--- config.mk ---
export PLATFORM = sky130hd
export DESIGN_NAME = cbc_sqrt_stage
export DESIGN_NICKNAME = d
export VERILOG_FILES = /design/src/hw/rtl/cbc_sqrt_stage.sv
export SDC_FILE = /design/constraint.sdc
export NUM_CORES = 1
export LEC_CHECK = 0
export BUFFER_PORTS_ARGS = -buffer_cell sky130_fd_sc_hd__buf_2
export CAP_MARGIN = 0
export CORE_MARGIN = 2
export CORE_UTILIZATION = 30
export DETAILED_ROUTE_END_ITERATION = 8
export GPL_TIMING_DRIVEN = 0
export PLACE_DENSITY_LB_ADDON = 0.05
export SYNTH_ARGS = -nofsm -noshare
export SYNTH_HDL_FRONTEND = slang
export SYNTH_SLANG_ARGS = --single-unit
export TNS_END_PERCENT = 30
--- constraint.sdc ---
create_clock -name vclk -period 3.2
set_input_delay 0.32 -clock vclk [all_inputs]
set_output_delay 0.32 -clock vclk [all_outputs]
set_load 0.05 [all_outputs]
--- src/hw/rtl/cbc_sqrt_stage.sv ---
// One restoring square root step: two radicand bits in, one root bit out.
`timescale 1ns / 1ps
module cbc_sqrt_stage #(
	parameter int unsigned RW = 34
) (
	input  logic [2*RW-1:0] rad_in,
	input  logic [RW+1:0]   rem_in,
	input  logic [RW-1:0]   root_in,
	output logic [2*RW-1:0] rad_out,
	output logic [RW+1:0]   rem_out,
	output logic [RW-1:0]   root_out
);
	logic [RW+1:0] trial;
	logic [RW+1:0] shifted;

	// Bring down two bits and try root*4+1.
	always_comb begin
		shifted  = {rem_in[RW-1:0], rad_in[2*RW-1 -: 2]};
		trial    = {root_in, 2'b01};
		rad_out  = {rad_in[2*RW-3:0], 2'b00};
		if (shifted >= trial) begin
			rem_out  = shifted - trial;
			root_out = {root_in[RW-2:0], 1'b1};
		end else begin
			rem_out  = shifted;
			root_out = {root_in[RW-2:0], 1'b0};
		end
	end
endmodule

; Yosys cells after proc, flatten, opt, wreduce, memory -nomap -nowiden
; Index checks and enable logic that the tools add are counted.
[totals]
ff_bits = 0
in_bits = 138
word_cells = 4
[classes]
magnitude_cmp = 1
add_sub_neg = 1
n_mux = 2
[ops]
columns = cell, n
row1 = 36-bit greater-or-equal comparator, 1
row2 = 36-bit 2-to-1 mux, 1
row3 = 36-bit subtractor, 1
row4 = 1-bit 2-to-1 mux, 1

; Logic depth before layout (Yosys ltp)
; Gate-level depths: netlist of run 1.
[depth]
depth_word = 2
ltp_mapped = 12
depth_no_buf = 10

; Worst setup path after synthesis of run 1
; OpenSTA, ideal clock, no wires.
[synth_timing]
path_kind = input-to-output
from = input root_in[19]
to = output rem_out[34]
arrival_ns = 3.353
path_stages = 11
required_time_ns = 2.880
slack_ns = -0.473
n_path_buf = 1
path_cell_list = inv_1 ha_1 a21oi_2 o21ai_1 and2_1 o31ai_1 o2111ai_2 a211oi_4 buf_4 nor2_1 a211oi_1
[synth_via]
elab_chain_len = 2
word_cells_on_any_way = 3
[synth_lines]
columns = element, line
row1 = from (decl), 8  ; input logic [RW-1:0] root_in,
row2 = 36-bit subtractor / 36-bit greater-or-equal comparator (equally long branches), "22, 21"
row3 = 36-bit 2-to-1 mux *, 21  ; if (shifted >= trial) begin
row4 = to (decl), 10  ; output logic [RW+1:0] rem_out,
; Mark *: on every way between the ends. The rest lies on a longest branch, timed or not.

; Final worst setup path of run 1
[layout_timing]
from = input root_in[14]
to = output rem_out[27]
; Same word-level chain as after synthesis.

==> results of run 1 <==
[power by group through the flow]
stage | combinational [mW] | sequential [mW] | clock [mW]
after floorplan | 1.08 | 0 | 0
after global routing | 1.64 | 0 | 0
after global placement | 1.38 | 0 | 0
after CTS | 1.45 | 0 | 0
after detailed placement | 1.38 | 0 | 0
final | 1.54 | 0 | 0
[cell families after synthesis]
family	count (synthesis)	synth area share, %
xor gates and xnor gates	25	6.50
and+or+nand+nor	132	18.5
buffers and inverters	169	30.4
adders and majority gates	36	13.4
AOI/OAI and AO/OA	153	30.8
other	1	0.111
muxes	1	0.297
[cells in the final DEF (no fill, tap or decap), drive strengths merged, types with 3 or more instances in the layout]
cell	Yosys	final
buf	108	319
nand2	55	55
inv	48	48
o21ai	44	44
ha	36	36
a21oi	32	32
nor2	27	27
a21o	16	16
xor2	13	13
xnor2	12	12
nand4	10	10
o21bai	9	9
clkbuf	13	8
and3	8	8
o31ai	8	8
o21a	7	7
a211oi	6	6
nor2b	6	6
o211ai	5	5
and2	5	5
nor3	5	5
a21boi	4	4
o221ai	3	3
nor4	3	3
and3b	3	3
a2111oi	3	3
nand3	3	3
[final cells by class]
type | count | area share [%]
Timing Repair Buffer | 218 | 24.2
Inverter | 48 | 3.54
Multi-Input combinational cell | 349 | 52.5
Tap cell | 140 | 3.44
Buffer | 109 | 16.4
[metrics by stage]
stage,util (%),worst slack [ps],total power [mW]
detailed placement,42.2,-418,1.38
global route,46.7,-33.4,1.64
CTS,43.6,-8.35,1.45
global placement,42.2,-420,1.38
finish,46.7,112,1.54
floorplan,-,-364,1.08
[synthesized netlist by cell type (3+ instances only)]
cell type,instances,area (um^2)
buf_4,102,766
nand2_1,55,206
inv_1,48,180
o21ai_0,39,195
ha_1,36,450
a21oi_1,30,150
nor2_1,27,101
a21o_1,16,120
clkbuf_1,13,48.8
xor2_1,13,114
xnor2_1,12,105
nand4_1,10,62.6
and3_1,8,50.1
o21bai_1,8,60.1
o31ai_1,8,60.1
o21a_1,7,52.6
buf_2,6,30.0
nor2b_1,6,37.5
and2_1,5,31.3
nor3_1,5,25.0
o211ai_1,5,37.5
o21ai_1,5,25.0
a211oi_1,4,30.0
a21boi_0,4,30.0
and3b_1,3,26.3
nand3_1,3,15.0
nor4_1,3,18.8
o221ai_1,3,26.3
[per-layer routing]
metal | track usage (%) | part of all wire, % | routed length [um]
met1 | 20.3 | 42 | 4770
met5 | 0 | 0 | 0
met3 | 0.882 | 6.1 | 684
met4 | 0.181 | 0 | 0
met2 | 32.5 | 51 | 5770
[worst max-delay path by stage]
| stage | from | endpoint | slack (ps) | cells after the start |
|---|---|---|---|---|
| finish | root_in[14] | rem_out[27] | 110 | 13 |
| global route | root_in[13] | rem_out[27] | -30 | 14 |
| CTS | root_in[2] | rem_out[27] | -8 | 14 |
| detailed placement | rem_in[13] | rem_out[27] | -420 | 13 |
| global placement | rem_in[19] | rem_out[27] | -420 | 12 |
| floorplan | root_in[3] | rem_out[32] | -360 | 10 |
[critical path, stage by stage]
cell,delay (ps)
buf_2,90
inv_1,40
ha_2,390
nand4_1,150
buf_4,180
or3_1,400
o2111ai_4,240
a211oi_4,100
buf_6,140
buf_8,140
nor2b_1,140
nor3_2,240
buf_6,200
[timing repair]
item / in CTS / in global routing
pin swaps: 6 / 21
setup endpoints to repair: 37 / 37
gates resized for setup: 41 / 91
setup buffers: 6 / 6
==> results.sh, run 1 <==
export IMPL_numPortBuffers=206
export IMPL_fin_tns_setup_ps=0
export IMPL_drt_antenna_violating_nets=0
export IMPL_hp_class="in -> out"
export IMPL_syn_cell_area_um2=3370
export IMPL_routedWlPerCell_um=13.0
export IMPL_pwr_share_seq_pct=0
export IMPL_layout_cells_non_filler=864
export IMPL_hold_end="rad_out[10]"
export IMPL_start_kind="primary input"
export IMPL_clock_power_share_pct=0
export IMPL_grt_pass1_wl_mm=16.5
export IMPL_final_nets=900
export IMPL_grt_overflow=0
export IMPL_regArea_um2=0
export IMPL_die_w_um=110
export IMPL_maxCapViolations=0
export IMPL_holdWs_ps=941
export IMPL_yosysSeqAreaShare_pct=0
export IMPL_ys_warn_count=0
export IMPL_path_class="in -> out"
export IMPL_setup_violations=0
export IMPL_grt_pass1_vias=3670
export IMPL_fillers=1173
export IMPL_p_switching_mw=1.00
export IMPL_core_area_um2=10900
export IMPL_placedCellCount=864
export IMPL_drt_initial_drc_count=97
export IMPL_drcViolationCount=0
export IMPL_min_path_cells=2
export IMPL_crit_fanout=10
export IMPL_worstPathArrival_ps=2770
export IMPL_viasPerCell=4.74
export IMPL_p_int_uw=537
export IMPL_multi_input_area_um2=2670
export IMPL_synth_avg_cell_area_um2=6.52
export IMPL_gp_congestion=0.797
export IMPL_p_sw_share_pct=65.1
export IMPL_fin_crit_ps=3090
export IMPL_final_area_um2=5090
export IMPL_start_util_pct=30.9
export IMPL_leakagePower_nw=2.76
export IMPL_min_from="rad_in[8]"
export IMPL_nClkBuffers=0
export IMPL_drtPass1Iterations=4
export IMPL_antenna_found_initial=0
export IMPL_status="finished clean"
export IMPL_dieArea_um2=12100
export IMPL_fin_crit_sh_pct=96.5
export IMPL_end_kind="primary output"
export IMPL_vias=4096
export IMPL_timing_final_max_slew_violations=0
export IMPL_postSynthCellCount=517
export IMPL_required_ps=2880
export IMPL_grt_max_degree=11
export IMPL_drive_gt1_share_pct=53.7
export IMPL_drt_total_wl_mm=11.2
export IMPL_hold_viol_final=0
export IMPL_placed_cell_area_um2=4600
export IMPL_p_per_area_nw_per_um2=302
export IMPL_yosysUniqueCellTypes=55
export IMPL_irDropWorstVdd_v=0.000156
export IMPL_gr_usage_all_layers_pct=16.4
export IMPL_die_h_um=110
export IMPL_num_antenna_cells=0
export IMPL_ioPinCount=276
export IMPL_combPwrFrac_pct=100.0
export IMPL_flops_and_latches=0
export IMPL_synthToLayoutAreaGrowth_pct=51.1
export IMPL_num_rows=38
export IMPL_max_freq_mhz=324
export IMPL_hold_buffers=0
export IMPL_hpwl_mm=9.47
Note: power is estimated with default switching activity, not from simulation.
==> inputs of run 2 (changes only) <==
--- a/config.mk
+++ b/config.mk
@@ -12,6 +12,7 @@
 export DETAILED_ROUTE_END_ITERATION = 8
 export GPL_TIMING_DRIVEN = 0
 export PLACE_DENSITY_LB_ADDON = 0.05
+export RECOVER_POWER = 50
 export SYNTH_ARGS = -nofsm -noshare
 export SYNTH_HDL_FRONTEND = slang
 export SYNTH_SLANG_ARGS = --single-unit
==> run 2 against run 1 <==
Effect of this change: first-iteration DRC count unchanged; global-route usage is the same; non-clock buffer count stayed put; worst setup slack barely moved; clock-buffer cell count unchanged; die area stayed put; core utilization decreased by 0.77 points; final area shrank 1.6%; via count grew 0.49%; hold slack gained 69 ps; critical endpoint unchanged.
==> results.sh, run 2 (synthesized netlist as in run 1, its figures left out) <==
export IMPL_status="finished clean"
export IMPL_timing_final_max_slew_violations=0
export IMPL_leakagePower_nw=2.57
export IMPL_slowest_delay_ps=400
export IMPL_nClkBuffers=0
export IMPL_tightest_slew_ps=693
export IMPL_drt_initial_drc_count=97
export IMPL_layout_common_cells="buf_4, buf_2, clkbuf_1"
export IMPL_drt_total_wl_mm=11.3
export IMPL_required_ps=2880
export IMPL_dieArea_um2=12100
export IMPL_drcViolationCount=0
export IMPL_wl_met1_mm=4.72
export IMPL_met3_wirelength_um=762
export IMPL_fin_crit_ps=3090
export IMPL_wl_met2_mm=5.77
export IMPL_layout_commonest_cell="buf_4"
export IMPL_top_layer_used="met3"
export IMPL_numPortBuffers=206
export IMPL_regArea_um2=0
export IMPL_start_util_pct=30.9
export IMPL_grt_max_degree=11
export IMPL_relSlewSlack_pct=54.0
export IMPL_worst_path_stages=13
export IMPL_num_rows=38
export IMPL_hold_viol_final=0
export IMPL_synthToLayoutAreaGrowth_pct=48.6
export IMPL_grt_pass1_vias=3670
export IMPL_ioPinCount=276
export IMPL_critPathSlowestCell="or3_1"
export IMPL_die_w_um=110
export IMPL_setup_violations=0
export IMPL_fin_crit_sh_pct=96.5
export IMPL_antenna_found_initial=0
export IMPL_hold_buffers=0
export IMPL_viasPerCell=4.76
export IMPL_cp_top_family="simple AND/OR/NAND/NOR gates"
export IMPL_end_kind="primary output"
export IMPL_crit_fanout=10
export IMPL_gr_usage_all_layers_pct=16.4
export IMPL_irDropWorstVdd_v=0.000148
export IMPL_die_h_um=110
export IMPL_path_class="in -> out"
export IMPL_drt_antenna_violating_nets=0
export IMPL_max_freq_mhz=324
export IMPL_path_cells="buf_2 -> inv_1 -> ha_2 -> nand4_1 -> buf_4 -> or3_1 -> o2111ai_4 -> a211oi_4 -> buf_6 -> buf_8 -> nor2b_1 -> nor3_2 -> buf_6"
export IMPL_path_buf_inv=6
export IMPL_holdWs_ps=1010
export IMPL_routedWlPerCell_um=13.0
export IMPL_cpMostUsedCell="buf_6"
export IMPL_grt_pass1_wl_mm=16.5
export IMPL_flops_and_latches=0
export IMPL_grt_overflow=0
export IMPL_drtPass1Iterations=4
export IMPL_final_nets=900
export IMPL_worstPathArrival_ps=2770
export IMPL_min_path_cells=4
export IMPL_num_antenna_cells=0
export IMPL_total_power_mw=1.53
export IMPL_core_area_um2=10900
export IMPL_vias=4116
export IMPL_maxCapViolations=0
export IMPL_drive_gt1_share_pct=44.5
export IMPL_start_kind="primary input"
export IMPL_hp_class="in -> out"
export IMPL_p_per_area_nw_per_um2=305
export IMPL_hpwl_mm=9.47
export IMPL_gp_congestion=0.797
-- run 2: cell types whose count changed in the layout (fill, tap and decap cells not counted) --
cell,change
buf_2,-67
clkbuf_1,+67
-- run 2: layer usage --
| layer | up-vias | global-route usage, % |
|---|---|---|
| met1 | 1856 | 20.3 |
| met5 | - | 0 |
| met2 | 159 | 32.5 |
| met3 | 0 | 0.882 |
| met4 | 0 | 0.181 |
| li1 | 2101 | - |
-- run 2: layout make-up --
cell class / count / area [um^2]
Fill cell: 1207 / 5880
Multi-Input combinational cell: 349 / 2670
Buffer: 109 / 833
Tap cell: 140 / 175
Inverter: 48 / 180
Timing Repair Buffer: 218 / 1150
-- run 2: power breakdown --
group	switching (mW)	internal, mW
logic	1.00	0.524
clock network	0	0
registers	0	0
-- run 2: what timing repair did --
item                                    in CTS  in global routing
resized for setup                           41                 91
pin swaps                                    6                 21
endpoints found under the setup margin      37                 37
setup buffers                                6                  6
-- run 2: path summary, 6_finish.rpt --
kind	startpoint	slack [ps]	to
worst max-delay path	root_in[14]	110	rem_out[27]
worst min-delay path	rem_in[22]	1010	rem_out[24]
-- run 2: per-stage QoR --
| stage | setup WS [ps] | TNS (ps) | instances | utilization (%) | instance area [um^2] |
|---|---|---|---|---|---|
| global placement | -420 | -11720 | 864 | 42.2 | 4600 |
| finish | 112 | 0 | 864 | 46.0 | 5010 |
| floorplan | -364 | -7770 | 518 | - | 3390 |
| detailed placement | -418 | -12570 | 864 | 42.2 | 4600 |
| global route | -33.4 | -75.0 | 864 | 46.0 | 5010 |
| CTS | -8.35 | -14.7 | 860 | 43.6 | 4740 |
